## src/hdl/gbt_pkg.sv

```systemverilog
package gbt_pkg;

  localparam int NODE_W     = 4;
  localparam int REQ_W      = 2;
  localparam int NODE_SPACE = 2 ** NODE_W;

  localparam int DEF_NODES = 16;
  localparam int DEF_EDGES = 64;

  localparam logic [REQ_W-1:0] REQ_ADD = 2'd0;
  localparam logic [REQ_W-1:0] REQ_BFS = 2'd1;
  localparam logic [REQ_W-1:0] REQ_DFS = 2'd2;

  typedef logic [NODE_W-1:0] node_t;

  typedef struct packed {
    node_t src;
    node_t dst;
  } edge_t;

  // Control from the sequencer to the frontier queue/stack.
  typedef struct packed {
    logic clear;
    logic push;
    logic pop;
    logic depth_first;
  } fr_ctrl_t;

  // Address width of a store with n entries; a single entry still gets one bit.
  function automatic int addr_w(input int n);
    return (n > 1) ? $clog2(n) : 1;
  endfunction

endpackage

```

## src/hdl/gbt_edge_table.sv

```systemverilog
module gbt_edge_table #(
  parameter int EDGES = gbt_pkg::DEF_EDGES
) (
  input  logic                               clk_i,
  input  logic                               we_i,
  input  logic [gbt_pkg::addr_w(EDGES)-1:0]  waddr_i,
  input  gbt_pkg::edge_t                     wdata_i,
  input  logic                               re_i,
  input  logic [gbt_pkg::addr_w(EDGES)-1:0]  raddr_i,
  output gbt_pkg::edge_t                     rdata_o
);
  import gbt_pkg::*;

  edge_t mem_q [EDGES];
  edge_t rdata_q;

  always_ff @(posedge clk_i) begin
    if (we_i) begin
      mem_q[waddr_i] <= wdata_i;
    end
  end

  always_ff @(posedge clk_i) begin
    if (re_i) begin
      rdata_q <= mem_q[raddr_i];
    end
  end

  assign rdata_o = rdata_q;

endmodule

```

## src/hdl/gbt_frontier.sv

```systemverilog
module gbt_frontier #(
  parameter int DEPTH = gbt_pkg::DEF_NODES
) (
  input  logic              clk_i,
  input  logic              rst_ni,
  input  gbt_pkg::fr_ctrl_t ctrl_i,
  input  gbt_pkg::node_t    push_node_i,
  output gbt_pkg::node_t    top_node_o,
  output logic              empty_o
);
  import gbt_pkg::*;

  localparam int PW = $clog2(DEPTH + 1);
  localparam int IW = $clog2(DEPTH);

  node_t          store_q [DEPTH];
  logic [PW-1:0]  head_q, head_d;
  logic [PW-1:0]  tail_q, tail_d;
  logic [PW-1:0]  tail_m1;
  logic [IW-1:0]  wr_idx;
  logic [IW-1:0]  rd_idx;

  // Breadth-first pops from the head; depth-first pops from the top of the stack.
  always_comb begin
    tail_m1    = tail_q - PW'(1);
    rd_idx     = ctrl_i.depth_first ? tail_m1[IW-1:0] : head_q[IW-1:0];
    top_node_o = store_q[rd_idx];
    empty_o    = (head_q == tail_q);
    wr_idx     = ctrl_i.clear ? '0 : tail_q[IW-1:0];
  end

  always_comb begin
    head_d = head_q;
    tail_d = tail_q;
    if (ctrl_i.clear) begin
      head_d = '0;
      tail_d = ctrl_i.push ? PW'(1) : '0;
    end else begin
      if (ctrl_i.push) begin
        tail_d = tail_q + PW'(1);
      end
      if (ctrl_i.pop) begin
        if (ctrl_i.depth_first) begin
          tail_d = tail_m1;
        end else begin
          head_d = head_q + PW'(1);
        end
      end
    end
  end

  always_ff @(posedge clk_i or negedge rst_ni) begin
    if (!rst_ni) begin
      head_q <= '0;
      tail_q <= '0;
    end else begin
      head_q <= head_d;
      tail_q <= tail_d;
    end
  end

  always_ff @(posedge clk_i) begin
    if (ctrl_i.push) begin
      store_q[wr_idx] <= push_node_i;
    end
  end

`ifndef SYNTHESIS
  a_no_overflow: assert property (@(posedge clk_i) disable iff (!rst_ni)
    (ctrl_i.push && !ctrl_i.clear) |-> (tail_q != PW'(DEPTH)))
    else $error("frontier push while full");

  a_no_underflow: assert property (@(posedge clk_i) disable iff (!rst_ni)
    ctrl_i.pop |-> !empty_o)
    else $error("frontier pop while empty");

  a_pop_alone: assert property (@(posedge clk_i) disable iff (!rst_ni)
    ctrl_i.pop |-> (!ctrl_i.push && !ctrl_i.clear))
    else $error("frontier pop mixed with push or clear");
`endif

endmodule

```

## src/hdl/graph_bfs_dfs_traversal.sv

```systemverilog
// Edge transfers can follow back to back while the block is idle.
// In a run, each popped node is followed by a scan of every edge held, read one by one
// through the edge table's single read port.
// Results leave through a one-entry output register; a stalled output stalls the run.
// Reset (rst_ni, asynchronous, active low) clears start_node, the edge count, the visited
// mask and the frontier pointers; the edge table itself is not cleared.
module graph_bfs_dfs_traversal #(
  parameter int NODES = gbt_pkg::DEF_NODES,
  parameter int EDGES = gbt_pkg::DEF_EDGES
) (
  input  logic                          clk_i,
  input  logic                          rst_ni,
  input  logic                          cfg_valid_i,
  output logic                          cfg_ready_o,
  input  gbt_pkg::node_t                cfg_start_node_i,
  input  logic                          in_valid_i,
  output logic                          in_ready_o,
  input  logic [gbt_pkg::REQ_W-1:0]     req_type_i,
  input  gbt_pkg::node_t                edge_from_i,
  input  gbt_pkg::node_t                edge_to_i,
  output logic                          out_valid_o,
  input  logic                          out_ready_i,
  output gbt_pkg::node_t                visited_node_o,
  output logic                          is_last_o
);
  import gbt_pkg::*;

  localparam int CW = $clog2(EDGES + 1);
  localparam int AW = addr_w(EDGES);
  localparam int FD = (NODES < NODE_SPACE) ? NODES : NODE_SPACE;

  localparam logic [1:0] S_IDLE = 2'd0;
  localparam logic [1:0] S_POP  = 2'd1;
  localparam logic [1:0] S_SCAN = 2'd2;
  localparam logic [1:0] S_DONE = 2'd3;

  logic [1:0]            state_q, state_d;
  node_t                 start_q;
  logic [CW-1:0]         held_q, held_d;
  logic                  mode_q, mode_d;
  logic [NODE_SPACE-1:0] visited_q, visited_d;
  node_t                 pend_q, pend_d;
  logic                  pend_vld_q, pend_vld_d;
  logic [CW-1:0]         e_q, e_d;
  logic                  rd_vld_q, rd_vld_d;
  logic                  out_vld_q, out_vld_d;
  node_t                 out_node_q, out_node_d;
  logic                  out_last_q, out_last_d;

  fr_ctrl_t fr_ctrl;
  node_t    fr_push_node;
  node_t    fr_top;
  logic     fr_empty;
  logic     edge_we;
  logic     edge_re;
  edge_t    wr_edge;
  edge_t    rd_edge;
  logic     in_acc;
  logic     out_free;
  logic     out_load;
  logic     issue;
  logic     hit;

  assign in_ready_o     = (state_q == S_IDLE);
  assign cfg_ready_o    = 1'b1;
  assign out_valid_o    = out_vld_q;
  assign visited_node_o = out_node_q;
  assign is_last_o      = out_last_q;

  assign in_acc      = in_valid_i && in_ready_o;
  assign out_free    = !out_vld_q || out_ready_i;
  assign wr_edge.src = edge_from_i;
  assign wr_edge.dst = edge_to_i;

  always_comb begin
    state_d      = state_q;
    held_d       = held_q;
    mode_d       = mode_q;
    visited_d    = visited_q;
    pend_d       = pend_q;
    pend_vld_d   = pend_vld_q;
    e_d          = e_q;
    rd_vld_d     = 1'b0;
    out_vld_d    = out_vld_q && !out_ready_i;
    out_node_d   = out_node_q;
    out_last_d   = out_last_q;
    out_load     = 1'b0;
    fr_ctrl      = '0;
    fr_ctrl.depth_first = mode_q;
    fr_push_node = rd_edge.dst;
    edge_we      = 1'b0;
    edge_re      = 1'b0;
    issue        = (e_q != held_q);
    // The one compare unit: does the edge leave the current node toward a new node?
    hit          = rd_vld_q && (rd_edge.src == pend_q) && !visited_q[rd_edge.dst];

    case (state_q)
      S_IDLE: begin
        if (in_acc) begin
          case (req_type_i)
            REQ_ADD: begin
              if ((held_q != CW'(EDGES)) && (int'(edge_from_i) < NODES) &&
                  (int'(edge_to_i) < NODES)) begin
                edge_we = 1'b1;
                held_d  = held_q + CW'(1);
              end
            end
            REQ_BFS, REQ_DFS: begin
              mode_d        = (req_type_i == REQ_DFS);
              visited_d     = '0;
              fr_ctrl.clear = 1'b1;
              if (int'(start_q) < NODES) begin
                fr_ctrl.push       = 1'b1;
                fr_push_node       = start_q;
                visited_d[start_q] = 1'b1;
                state_d            = S_POP;
              end
            end
            default: begin
            end
          endcase
        end
      end
      S_POP: begin
        if (fr_empty) begin
          state_d = S_DONE;
        end else if (!pend_vld_q || out_free) begin
          // The previous node is known not to be last once another one is popped.
          fr_ctrl.pop = 1'b1;
          if (pend_vld_q) begin
            out_load   = 1'b1;
            out_vld_d  = 1'b1;
            out_node_d = pend_q;
            out_last_d = 1'b0;
          end
          pend_d     = fr_top;
          pend_vld_d = 1'b1;
          e_d        = '0;
          state_d    = S_SCAN;
        end
      end
      S_SCAN: begin
        if (issue) begin
          edge_re = 1'b1;
          e_d     = e_q + CW'(1);
        end
        rd_vld_d = issue;
        if (hit) begin
          fr_ctrl.push           = 1'b1;
          visited_d[rd_edge.dst] = 1'b1;
        end
        if (!issue && !rd_vld_q) begin
          state_d = S_POP;
        end
      end
      S_DONE: begin
        if (out_free) begin
          out_load   = 1'b1;
          out_vld_d  = 1'b1;
          out_node_d = pend_q;
          out_last_d = 1'b1;
          pend_vld_d = 1'b0;
          state_d    = S_IDLE;
        end
      end
      default: begin
        state_d = S_IDLE;
      end
    endcase
  end

  always_ff @(posedge clk_i or negedge rst_ni) begin
    if (!rst_ni) begin
      state_q    <= S_IDLE;
      start_q    <= '0;
      held_q     <= '0;
      mode_q     <= 1'b0;
      visited_q  <= '0;
      pend_vld_q <= 1'b0;
      e_q        <= '0;
      rd_vld_q   <= 1'b0;
      out_vld_q  <= 1'b0;
    end else begin
      state_q    <= state_d;
      held_q     <= held_d;
      mode_q     <= mode_d;
      visited_q  <= visited_d;
      pend_vld_q <= pend_vld_d;
      e_q        <= e_d;
      rd_vld_q   <= rd_vld_d;
      out_vld_q  <= out_vld_d;
      if (cfg_valid_i) begin
        start_q <= cfg_start_node_i;
      end
    end
  end

  always_ff @(posedge clk_i) begin
    pend_q     <= pend_d;
    out_node_q <= out_node_d;
    out_last_q <= out_last_d;
  end

  gbt_edge_table #(
    .EDGES(EDGES)
  ) u_edge_table (
    .clk_i   (clk_i),
    .we_i    (edge_we),
    .waddr_i (held_q[AW-1:0]),
    .wdata_i (wr_edge),
    .re_i    (edge_re),
    .raddr_i (e_q[AW-1:0]),
    .rdata_o (rd_edge)
  );

  gbt_frontier #(
    .DEPTH(FD)
  ) u_frontier (
    .clk_i       (clk_i),
    .rst_ni      (rst_ni),
    .ctrl_i      (fr_ctrl),
    .push_node_i (fr_push_node),
    .top_node_o  (fr_top),
    .empty_o     (fr_empty)
  );

`ifndef SYNTHESIS
  a_out_no_overwrite: assert property (@(posedge clk_i) disable iff (!rst_ni)
    out_load |-> out_free)
    else $error("output register overwritten while held");

  a_done_has_node: assert property (@(posedge clk_i) disable iff (!rst_ni)
    (state_q == S_DONE) |-> pend_vld_q)
    else $error("run finished without a node to flag as last");

  a_read_in_scan: assert property (@(posedge clk_i) disable iff (!rst_ni)
    rd_vld_q |-> (state_q == S_SCAN))
    else $error("edge read data returned outside the scan");
`endif

endmodule

```

## config.mk

```make
export PLATFORM = sky130hd
export DESIGN_NAME = graph_bfs_dfs_traversal
export DESIGN_NICKNAME = d
export VERILOG_FILES = /design/src/hdl/gbt_pkg.sv /design/src/hdl/gbt_edge_table.sv /design/src/hdl/gbt_frontier.sv /design/src/hdl/graph_bfs_dfs_traversal.sv
export SDC_FILE = /design/constraint.sdc
export NUM_CORES = 1
export LEC_CHECK = 0
export BUFFER_PORTS_ARGS = -buffer_cell sky130_fd_sc_hd__clkbuf_2
export CORE_UTILIZATION = 45
export CTS_CLUSTER_DIAMETER = 50
export DETAILED_ROUTE_END_ITERATION = 12
export HOLD_SLACK_MARGIN = 0.02
export MAX_ROUTING_LAYER = met4
export PLACE_DENSITY = 0.64
export SYNTH_ARGS = -nofsm -noshare
export SYNTH_HDL_FRONTEND = slang
export SYNTH_SLANG_ARGS = --single-unit
```

## constraint.sdc

```tcl
create_clock -name clk_i -period 2.75 [get_ports clk_i]
set_clock_uncertainty 0.05 [all_clocks]
set_input_delay 0.55 -clock clk_i [delete_from_list [all_inputs] [get_ports clk_i]]
set_output_delay 0.55 -clock clk_i [all_outputs]
set_load 0.005 [all_outputs]
```

# After elaboration in Yosys (flattened, before gate mapping)
# Memory sizes are Yosys's and may differ from the RTL's. A register that Yosys moved wholly into a read port is not among the register bits.
# Cells that the tools add are included.
# word_totals
elab_cells,149
memories,2
ff_bits,55
in_bits,19
mem_bits_rw,576
# op_classes
magnitude_cmp,4
n_addsub,5
n_reduce_logical,31
bitwise_logic,2
n_eq_ne,20
mux,72
# memory_table
memory,depth,word_bits,read_ports,rd_clocked_by_memory_dff,wr,line_no,text
u_edge_table.mem_q,64,8,1,1,1,gbt_edge_table.sv:14,edge_t mem_q [EDGES];
u_frontier.store_q,16,4,1,1,1,gbt_frontier.sv:16,node_t store_q [DEPTH];
# ops
cell,n
16-bit two-way mux,3
4-bit two-way mux,9
5-bit two-way mux,7
16-bit case mux with 2 select lines,1
1-bit two-way mux,31
7-bit two-way mux,3
2-bit two-way mux,8
16-bit bitwise OR,1
4-bit AND reduction,4
7-bit by 1-bit adder with 7-bit output (second input constant),2
2-bit inequality test (second input constant),7
7-bit case mux with 2 select lines,1
5-bit by 1-bit adder with 5-bit output (second input constant),2
4-bit by 5-bit < comparator with 1-bit output (second input constant),2
5-bit AND reduction,2
1-bit demux with 4-bit select,2
4-bit by 1-bit >= comparator with 1-bit output (second input constant),2
1-bit case mux with 2 select lines,4
2-bit case mux with 4 select lines,1
4-bit case mux with 2 select lines,1
2-bit nonzero test,4
1-bit logical AND,7
7-bit inequality test,1
7-bit inequality test (second input constant),1
15 further kinds,28

# Longest topological paths before layout
# Gate-level depths: netlist (run 1).
# depth
word_depth,10
ltp_mapped,10
depth_no_buf,8

# Cells and area by module
# Synthesis (run 1) repeated with hierarchy kept, for this count alone.
# hier_totals
hier_cells,1503
area_unflattened_um2,26566.7
# by_module_without_submodules
module,area_per_inst_um2,cells_per_inst,n_inst
gbt_edge_table,20246.9,940,1
gbt_frontier,3663.5,314,1
graph_bfs_dfs_traversal,2656.3,249,1

# Worst setup path before layout (run 1)
# Ideal clock, no wire load.
# synth_timing
path_kind,register to register
start,register u_frontier.tail_q[1]
end,"register pend_q[1], read port of u_frontier.store_q (data pin)"
required_ns,2.435
t_arrival_ns,2.385
path_stages_with_launch,10
path_slack_ns,0.050
path_cell_list,dfrtp_1 clkbuf_1 inv_1 ha_1 nand2_1 o21ai_1 clkbuf_1 mux4_2 a211oi_1 a21oi_1
# synth_via
elab_chain_cells,3
word_cells_on_any_way,5
# synth_rtl
item,line_no,text
start: declaration,gbt_frontier.sv:18,"logic [PW-1:0] tail_q, tail_d;"
start signal: assignment,gbt_frontier.sv:58,tail_q <= tail_d;
branches (longest 3 deep; another with 5-bit by 1-bit subtractor with 5-bit output),n/a,
end: declaration,graph_bfs_dfs_traversal.sv:42,"node_t pend_q, pend_d;"
# Parallel ways; which one is timed is not known.
# A chain may end at the register's enable or synchronous reset.

# Final worst setup path (run 1)
# layout_timing
start,register e_q[0]
end,register u_edge_table.rdata_o[3] (netlist name)
# layout_via
elab_chain_cells,3
# layout_rtl
item,line_no,text
start: declaration,graph_bfs_dfs_traversal.sv:44,"logic [CW-1:0] e_q, e_d;"
start signal: assignment,graph_bfs_dfs_traversal.sv:180,e_q <= '0;
start signal: assignment,graph_bfs_dfs_traversal.sv:189,e_q <= e_d;
7-bit inequality test,graph_bfs_dfs_traversal.sv:93,issue = (e_q != held_q);
1-bit two-way mux,graph_bfs_dfs_traversal.sv:143,if (issue) begin
1-bit two-way mux,graph_bfs_dfs_traversal.sv:97,case (state_q)
# Parallel ways exist; a longest one is shown, timed or not.

==> results.json, run 1 <==
{
  "status": "finished clean",
  "fillers": 4450,
  "tightest_slew_ns": 0.819,
  "clk_pin_slew_ns": 0.06,
  "gp_congestion": 0.852,
  "die_h_um": 242,
  "yosys-top-cells-area": "edfxtp_1 (69%), mux4_2 (13%), dfrtp_1 (4.8%), nor2_1 (1.7%), nand2_1 (0.85%)",
  "async_flop_share": 0.0778,
  "syn_nets": 1429,
  "final_area_um2": 30300,
  "final_cells": 2408,
  "powerDensity_nw_per_um2": 950,
  "drv_slew": 0,
  "grt_pass1_wl_um": 89500,
  "critPathMaxFanout": 16,
  "hpwlAfterDp_um": 37900,
  "max_cap_violations": 0,
  "finalPower_mw": 28.8,
  "layout-drive-gt1-share": 0.288,
  "cts_root_buf": "clkbuf_16",
  "synth-edff-count": 593,
  "cp.arrival_ns": 2.92,
  "htree_levels": 3,
  "crit_type": "register to register",
  "synth_area_leader_cell": "edfxtp_1",
  "die_x_um": 242,
  "cts_tree": "done",
  "min_path_type": "input port to register",
  "drt_iter0_markers": 1295,
  "relSlewSlack": 0.454,
  "clk_latency_ns": 0.60,
  "yosysSeqAreaShare": 0.734,
  "antenna_left": 0,
  "n_antenna_cell": 0,
  "dp.cells": 2282,
  "pre_cts_ws_ns": -0.0116,
  "ys_warn_count": 0,
  "drc": 0,
  "tns_ns": 0,
  "num_rows": 87,
  "num_io_pins": 27,
  "syn_area_per_cell_um2": 18.5,
  "endpoint_kind": "register",
  "area_growth_pct": 16.6,
  "synth_area_um2": 26000,
  "ys_types": 59,
  "synth-seq-cells": 643,
  "ir_drop_uv": 716,
  "regArea_um2": 19100,
  "crit_required_ns": 3.05,
  "synth_top_area_frac": 0.686,
  "report.final.setup_viol": 0,
  "gr-total-overflow": 0,
  "start_util": 0.458,
  "postRouteWirelength_um": 58700,
  "cts_setup_buffers": 0,
  "cts_sinks": 643,
  "dpl_cell_area_um2": 28100,
  "hold_viol": 0,
  "via_per_inst": 5.69,
  "max_freq_mhz": 382,
  "dr.pass1.iters": 5,
  "rsz0062_at_grt": "no",
  "fin_nets": 1626,
  "worst_slack_ns": 0.131,
  "start_kind": "register",
  "cts_buffers": 70,
  "grt_pass1_vias": 14200,
  "wl_per_cell_um": 24.4,
  "multi_input_area_um2": 6410,
  "finalCriticalPeriod_ns": 2.62,
  "core_um2": 56700,
  "p_leak_nw": 10.2,
  "portBuffers": 25,
  "cts_buffer_depth": 3,
  "ys.flop_type": "edfxtp_1",
  "dr_total_vias": 13700,
  "grt_start_max_net_pins": 65,
  "dieArea_um2": 58600,
  "antenna_found_initial": 0,
  "track_usage": 0.212,
  "fin_crit_sh": 0.952,
  "synth_cells": 1402
}
-- final cells by class --
type / count / area share
inverter: 12 / 0.00149
tap: 756 / 0.0313
clock inverter: 33 / 0.00790
sequential: 643 / 0.630
timing repair buffer: 211 / 0.0547
clock buffer: 92 / 0.0627
multi-input combinational: 661 / 0.212
-- logic make-up (layout without fill, tap and decap cells) --
family	count (synthesis)	after routing	synth area share
flops	643	643	0.734
simple gates	296	296	0.0539
mux	170	170	0.136
compound gates	155	155	0.0413
buf+inv	98	348	0.0196
xor+xnor	31	31	0.0105
fa+ha+maj	8	8	0.00386
other cells	1	1	0.000144
-- layout by cell type (no fill, tap or decap), types with 10 or more instances in the layout --
master	Yosys	routed
edfxtp_1	593	593
buf_4	11	175
mux4_2	146	146
nor2_1	120	120
clkbuf_16	0	73
nand2_1	59	59
dfrtp_1	50	47
a21oi_1	33	33
clkbuf_2	0	25
a22oi_1	27	24
nor3_1	23	23
nand3_1	19	19
clkbuf_1	37	19
nor2b_1	18	18
o21ai_0	18	18
o22ai_1	18	18
xor2_1	16	16
mux2i_1	15	15
xnor2_1	15	15
clkinv_1	0	14
inv_1	12	12
a31oi_1	11	11
clkinv_2	0	10
-- power by group --
group	leakage (nW)	switching, mW	internal (mW)	total, mW
Sequential	5.99	0.400	11.3	11.7
Clock	1.05	3.68	5.06	8.75
Combinational	3.19	4.52	3.83	8.35
-- stage by stage --
step                hold WS, ns   util
detailed placement        0.439  0.495
CTS                       0.119  0.533
global placement          0.432  0.495
floorplan                 0.204      -
finish                    0.148  0.534
global route              0.136  0.534
-- path summary, 6_finish.rpt --
| kind | slack, ns | start | depth (start not counted) | end |
|---|---|---|---|---|
| worst max-delay path | 0.13 | e_q[0] | 8 | u_edge_table.rdata_o[3] |
| worst min-delay path | 0.15 | cfg_start_node_i[1] | 2 | start_q[1] |
| worst max register to register | 0.13 | e_q[0] | 8 | u_edge_table.rdata_o[3] |
| worst min register to register | 0.45 | u_frontier.head_q[4] | 1 | u_frontier.head_q[4] |
| max in group asynchronous | 1.67 | rst_ni | 3 | u_frontier.tail_q[3] |
| min in group asynchronous | 0.37 | rst_ni | 2 | visited_q[8] |
-- critical path, stage by stage (launching register included) --
cell	delay [ns]
dfrtp_4	0.47
buf_12	0.19
buf_12	0.20
mux4_2	0.52
mux2_2	0.30
o22ai_1	0.14
nor3_1	0.12
a31oi_1	0.27
nand2_1	0.09
-- timing repair --
action                                  in CTS  in global routing
resized for setup                            1                  6
hold endpoints to repair                    14                  0
endpoints found under the setup margin       1                  3
hold buffers                                 1                  0
-- metal layers --
layer	part of all wire	global-route usage	up-vias
li1	-	-	6057
met1	0.42	0.284	7051
met2	0.48	0.326	470
met3	0.067	0.0415	126
met4	0.031	0.0732	0
met5	0	-	-
-- synth_stat cells, types with 18 or more instances --
| library cell | n |
|---|---|
| a21oi_1 | 33 |
| nor3_1 | 23 |
| o21ai_0 | 18 |
| nor2_1 | 120 |
| nand3_1 | 19 |
| nor2b_1 | 18 |
| o22ai_1 | 18 |
| mux4_2 | 146 |
| dfrtp_1 | 50 |
| edfxtp_1 | 593 |
| buf_2 | 23 |
| clkbuf_1 | 37 |
| a22oi_1 | 27 |
| nand2_1 | 59 |
-- sequential cells by signal, summed over array words and instances, names as in the netlist, 5 cells and up --
name,count
visited_q,16
u_edge_table.mem_q,512
u_frontier.head_q,5
e_q,7
u_frontier.store_q,64
u_frontier.tail_q,5
u_edge_table.rdata_o,8
held_q,7
(Power assumes the default switching activity.)
==> inputs of run 2 (changes only) <==
--- a/config.mk
+++ b/config.mk
@@ -11,7 +11,7 @@
 export DETAILED_ROUTE_END_ITERATION = 12
 export HOLD_SLACK_MARGIN = 0.02
 export MAX_ROUTING_LAYER = met4
-export PLACE_DENSITY = 0.64
+export PLACE_DENSITY = 0.62
 export SYNTH_ARGS = -nofsm -noshare
 export SYNTH_HDL_FRONTEND = slang
 export SYNTH_SLANG_ARGS = --single-unit
==> constraint.sdc (replaced) <==
create_clock -name clk_i -period 2.89 [get_ports clk_i]
set_clock_uncertainty 0.05 [all_clocks]
set_input_delay 0.578 -clock clk_i [delete_from_list [all_inputs] [get_ports clk_i]]
set_output_delay 0.578 -clock clk_i [all_outputs]
set_load 0.005 [all_outputs]
==> run 2 against run 1 <==
  * Power is 1.2% lower
  * Sequential power decreased by 4%
  * Clock power grew 6.4%
  * Cell area is 0.62% higher
  * Global-route usage rose by 0.098 points
  * Maximum frequency shrank 7.0%
  * Sequential share of layout area fell by 0.39 points
  * Highest routed layer unchanged
==> results.json, run 2 (same netlist as run 1, synthesis figures left out) <==
{
  "dp.cells": 2267,
  "fin_nets": 1613,
  "area_growth_pct": 17.3,
  "drt_iter0_markers": 1214,
  "p_leak_nw": 10.3,
  "hpwlAfterDp_um": 39200,
  "largest_reg_flops": 512,
  "seq_power_share": 0.394,
  "regArea_um2": 19100,
  "report.final.setup_viol": 0,
  "power_frac_clock": 0.327,
  "min_path_type": "input port to register",
  "via_per_inst": 5.71,
  "clk_pin_slew_ns": 0.06,
  "start_util": 0.458,
  "final_cell_mix": "edfxtp_1 (593), buf_4 (157), mux4_2 (146), nor2_1 (119), clkbuf_16 (76)",
  "worst_slack_ns": 0.0738,
  "critPathMaxFanout": 13,
  "core_um2": 56700,
  "pre_cts_ws_ns": 0.0969,
  "endpoint_kind": "register",
  "grt_pass1_wl_um": 89500,
  "fillers": 4377,
  "cts_buffer_depth": 3,
  "powerDensity_nw_per_um2": 933,
  "finalCriticalPeriod_ns": 2.82,
  "max_cap_violations": 0,
  "antenna_found_initial": 2,
  "drv_slew": 0,
  "hold_viol": 0,
  "die_x_um": 242,
  "ir_drop_uv": 565,
  "grt_pass1_vias": 13900,
  "finalPower_mw": 28.4,
  "grt_start_max_net_pins": 65,
  "portBuffers": 25,
  "wl_per_cell_um": 24.8,
  "tightest_slew_ns": 1.16,
  "htree_levels": 3,
  "dr_total_vias": 13700,
  "dr.pass1.iters": 5,
  "gr-total-overflow": 0,
  "layout-drive-gt1-share": 0.286,
  "clk_latency_ns": 0.61,
  "reg_top3": "u_edge_table.mem_q (512), u_frontier.store_q (64), visited_q (16)",
  "dieArea_um2": 58600,
  "internal_power_mw": 20.0,
  "crit_type": "register to register",
  "antenna_left": 0,
  "crit_required_ns": 3.17,
  "relSlewSlack": 0.225,
  "gp_congestion": 0.882,
  "tns_ns": 0,
  "multi_input_area_um2": 6390,
  "cts_tree": "done",
  "track_usage": 0.213,
  "rsz0062_at_grt": "no",
  "cts_sinks": 643,
  "cts_buffers": 72,
  "power_frac_comb": 0.279,
  "num_io_pins": 27,
  "die_h_um": 242,
  "num_rows": 87,
  "max_freq_mhz": 355,
  "drc": 0,
  "cp.arrival_ns": 3.10,
  "fin_crit_sh": 0.974,
  "p_sw_mw": 8.39,
  "cts_root_buf": "clkbuf_16",
  "top_register": "u_edge_table.mem_q",
  "switching_share": 0.295,
  "start_kind": "register",
  "cts_setup_buffers": 0,
  "final_common_cell": "edfxtp_1",
  "status": "finished clean",
  "postRouteWirelength_um": 59400,
  "final_cells": 2398
}
[run 2: repair_timing]
item	4_1_cts	5_1_grt
hold buffers	1	0
resized for setup	0	2
endpoints found under the hold margin	25	0
endpoints found under the setup margin	0	26
[run 2: layer usage]
metal  part of all wire  track usage  vias to the layer above
met4              0.025       0.0638                        0
met1               0.43        0.290                     7111
met3              0.069       0.0455                      105
li1                   -            -                     6017
met5                  0            -                        -
met2               0.47        0.324                      461
[run 2: worst paths after layout]
path,slack [ns],from,endpoint,cells after the start
max in group asynchronous,1.68,rst_ni,visited_q[10],3
worst max-delay path,0.07,e_q[0],u_edge_table.rdata_o[6],5
worst min register to register,0.45,u_frontier.head_q[4],u_frontier.head_q[4],1
worst min-delay path,0.15,cfg_start_node_i[1],start_q[1],2
worst max register to register,0.07,e_q[0],u_edge_table.rdata_o[6],5
min in group asynchronous,0.51,rst_ni,visited_q[14],2
[run 2: power groups by stage]
stage,sequential (mW),combinational [mW],clock (mW)
5_1_grt,11.2,8.51,9.78
6_report,11.2,7.93,9.31
4_1_cts,11.2,8.02,9.45
3_5_place_dp,11.4,7.97,0
2_1_floorplan,11.0,5.51,0
3_3_place_gp,11.4,7.96,0
[run 2: layout make-up]
type / count / share of cell area
Clock inverter: 38 / 0.0156
Clock buffer: 90 / 0.0642
Inverter: 12 / 0.00148
Multi-Input combinational cell: 661 / 0.210
Antenna cell: 2 / 0.000164
Sequential cell: 643 / 0.626
Timing Repair Buffer: 196 / 0.0517
Tap cell: 756 / 0.0311
[run 2: per-stage QoR]
step,hold WS (ns),utilization,area [µm²]
after CTS,0.125,0.537,30400
after detailed placement,0.444,0.494,28000
after floorplan,0.232,-,26000
after global placement,0.439,0.494,28000
after global routing,0.139,0.537,30500
final,0.151,0.537,30500
[run 2: worst max-delay path: stages, from the launching register on]
cell and delay (ns):
dfrtp_4 0.66, buf_12 0.21, mux4_2 0.51, a22oi_1 0.37
a21oi_1 0.19, or4_1 0.54
==> inputs of run 3 (changes only) <==
--- a/config.mk
+++ b/config.mk
@@ -6,12 +6,12 @@
 export NUM_CORES = 1
 export LEC_CHECK = 0
 export BUFFER_PORTS_ARGS = -buffer_cell sky130_fd_sc_hd__clkbuf_2
-export CORE_UTILIZATION = 45
+export CORE_UTILIZATION = 35
 export CTS_CLUSTER_DIAMETER = 50
 export DETAILED_ROUTE_END_ITERATION = 12
 export HOLD_SLACK_MARGIN = 0.02
 export MAX_ROUTING_LAYER = met4
-export PLACE_DENSITY = 0.62
+export PLACE_DENSITY = 0.51
 export SYNTH_ARGS = -nofsm -noshare
 export SYNTH_HDL_FRONTEND = slang
 export SYNTH_SLANG_ARGS = --single-unit
==> run 3 against run 2 <==
  * The run now ends with design-rule violations left
  * Maximum frequency increased by 2.9%
  * Critical path depth stayed put
  * Count of clock-buffer cells in the layout rose by 6
  * Sequential share of layout area fell by 0.89 points
  * Cell area up 1.4%
  * Wire length increased by 5.6%
  * Power increased by 1.9%
  * Clock power increased by 2.4%
  * Hold slack about the same
  * Global-route usage down 3.8 points
  * Critical path type unchanged
  * Largest power group unchanged
  * Highest routed layer unchanged
==> results.json, run 3 (same netlist as run 1, synthesis figures left out) <==
{
  "status": "finished, violations left",
  "violations": "design-rule violations",
  "track_usage": 0.175,
  "min_path_type": "input port to register",
  "worst_slack_ns": 0.154,
  "dr.pass1.iters": 12,
  "hold_viol": 0,
  "htree_levels": 3,
  "layout-drive-gt1-share": 0.297,
  "crit_type": "register to register",
  "critPathMaxStageDelay_ns": 0.54,
  "report.final.setup_viol": 0,
  "finalCriticalPeriod_ns": 2.74,
  "reg_top3": "u_edge_table.mem_q (512), u_frontier.store_q (64), visited_q (16)",
  "max_cap_violations": 0,
  "wl_per_cell_um": 23.9,
  "num_rows": 99,
  "cts_buffers": 80,
  "grt_pass1_vias": 14100,
  "dr_total_vias": 13600,
  "drt_iter0_markers": 1117,
  "cts_tree": "done",
  "crit_path_top_delay_cell": "mux4_2",
  "dieArea_um2": 75200,
  "crit_required_ns": 3.19,
  "fin_crit_sh": 0.947,
  "clk_pin_slew_ns": 0.06,
  "powerDensity_nw_per_um2": 938,
  "p_leak_nw": 10.4,
  "area_growth_pct": 19.0,
  "antenna_found_initial": 1,
  "largest_reg_flops": 512,
  "clk_latency_ns": 0.61,
  "tightest_slew_ns": 1.19,
  "crit_chain": "buf_12 -> mux4_2 -> a22oi_1 -> a21oi_1 -> or4_1",
  "antenna_left": 0,
  "drc": 4,
  "drv_slew": 0,
  "fin_nets": 1631,
  "pre_cts_ws_ns": 0.184,
  "max_freq_mhz": 365,
  "cp.arrival_ns": 3.03,
  "hpwlAfterDp_um": 41500,
  "start_util": 0.355,
  "gp_congestion": 0.825,
  "gr-total-overflow": 0,
  "ir_drop_uv": 634,
  "portBuffers": 25,
  "cts_sinks": 643,
  "cts_root_buf": "clkbuf_16",
  "die_h_um": 274,
  "tns_ns": 0,
  "rsz0062_at_grt": "no",
  "critPathMaxFanout": 24,
  "grt_pass1_wl_um": 92800,
  "grt_start_max_net_pins": 54,
  "postRouteWirelength_um": 62700,
  "relSlewSlack": 0.205,
  "final_cell_mix": "edfxtp_1 (593), buf_4 (167), mux4_2 (146), nor2_1 (120), clkbuf_16 (82)",
  "endpoint_kind": "register",
  "num_io_pins": 27,
  "core_um2": 73200,
  "final_common_cell": "edfxtp_1",
  "start_kind": "register",
  "cts_buffer_depth": 3,
  "via_per_inst": 5.20,
  "top_register": "u_edge_table.mem_q",
  "die_x_um": 274
}
-- run 3: cell types whose count changed in the layout (fill, tap and decap cells not counted), sizes merged --
cell,previous run,this run
buf,170,180
clkinvlp,2,11
clkbuf,115,121
bufinv,9,4
clkinv,21,25
diode,2,1
inv,18,19
-- run 3: final cells by class --
| type | instances | area [µm²] |
|---|---|---|
| repair buffers | 206 | 1650 |
| multi-input cells | 661 | 6390 |
| flip-flops and latches | 643 | 19100 |
| diodes | 1 | 2.50 |
| fillers | 6429 | 42300 |
| inverters | 12 | 45.0 |
| clock buffers | 96 | 2100 |
| clock inverters | 47 | 434 |
| well taps | 959 | 1200 |
-- run 3: stage by stage --
stage | instance area [µm²] | power (mW) | utilization | hold WS [ns] | std cells
floorplan | 26000 | 16.5 | - | 0.232 | 1402
global route | 30900 | 30.2 | 0.422 | 0.125 | 2625
global placement | 28300 | 19.7 | 0.387 | 0.462 | 2480
detailed placement | 28300 | 19.7 | 0.387 | 0.462 | 2480
finish | 30900 | 29.0 | 0.422 | 0.151 | 2625
CTS | 30900 | 29.3 | 0.422 | 0.115 | 2624
-- run 3: what timing repair did --
action | CTS | global route
setup endpoints to repair | 0 | 1
hold buffers | 1 | 0
setup buffers | 0 | 0
resized for setup | 0 | 1
hold endpoints to repair | 20 | 0
-- run 3: path summary, 6_finish.rpt --
path	start	to	slack [ns]	cells after the start
setup / recovery	e_q[0]	u_edge_table.rdata_o[6]	0.15	5
hold / removal	cfg_start_node_i[0]	start_q[0]	0.15	2
setup reg to reg	e_q[0]	u_edge_table.rdata_o[6]	0.15	5
hold reg to reg	u_frontier.head_q[4]	u_frontier.head_q[4]	0.48	1
max in group asynchronous	rst_ni	e_q[1]	1.69	3
min in group asynchronous	rst_ni	start_q[0]	0.47	2
-- run 3: routing by layer --
metal,global-route usage,part of all wire
met5,-,0
met4,0.0545,0.027
met3,0.0362,0.057
met2,0.275,0.48
met1,0.228,0.43
-- run 3: report_power, final --
| group | internal (mW) | leakage, nW | total (mW) | switching, mW |
|---|---|---|---|---|
| logic | 3.82 | 3.15 | 8.24 | 4.42 |
| clock network | 5.61 | 1.21 | 9.53 | 3.92 |
| registers | 10.7 | 5.99 | 11.2 | 0.480 |
-- run 3: worst max-delay path: cells and delay by family, from the launching register on --
family	cells	cell delay (ns)
AOI/OAI and AO/OA	2	0.57
buffers and inverters	1	0.25
and+or+nand+nor	1	0.51
DFF	1	0.51
muxes	1	0.54
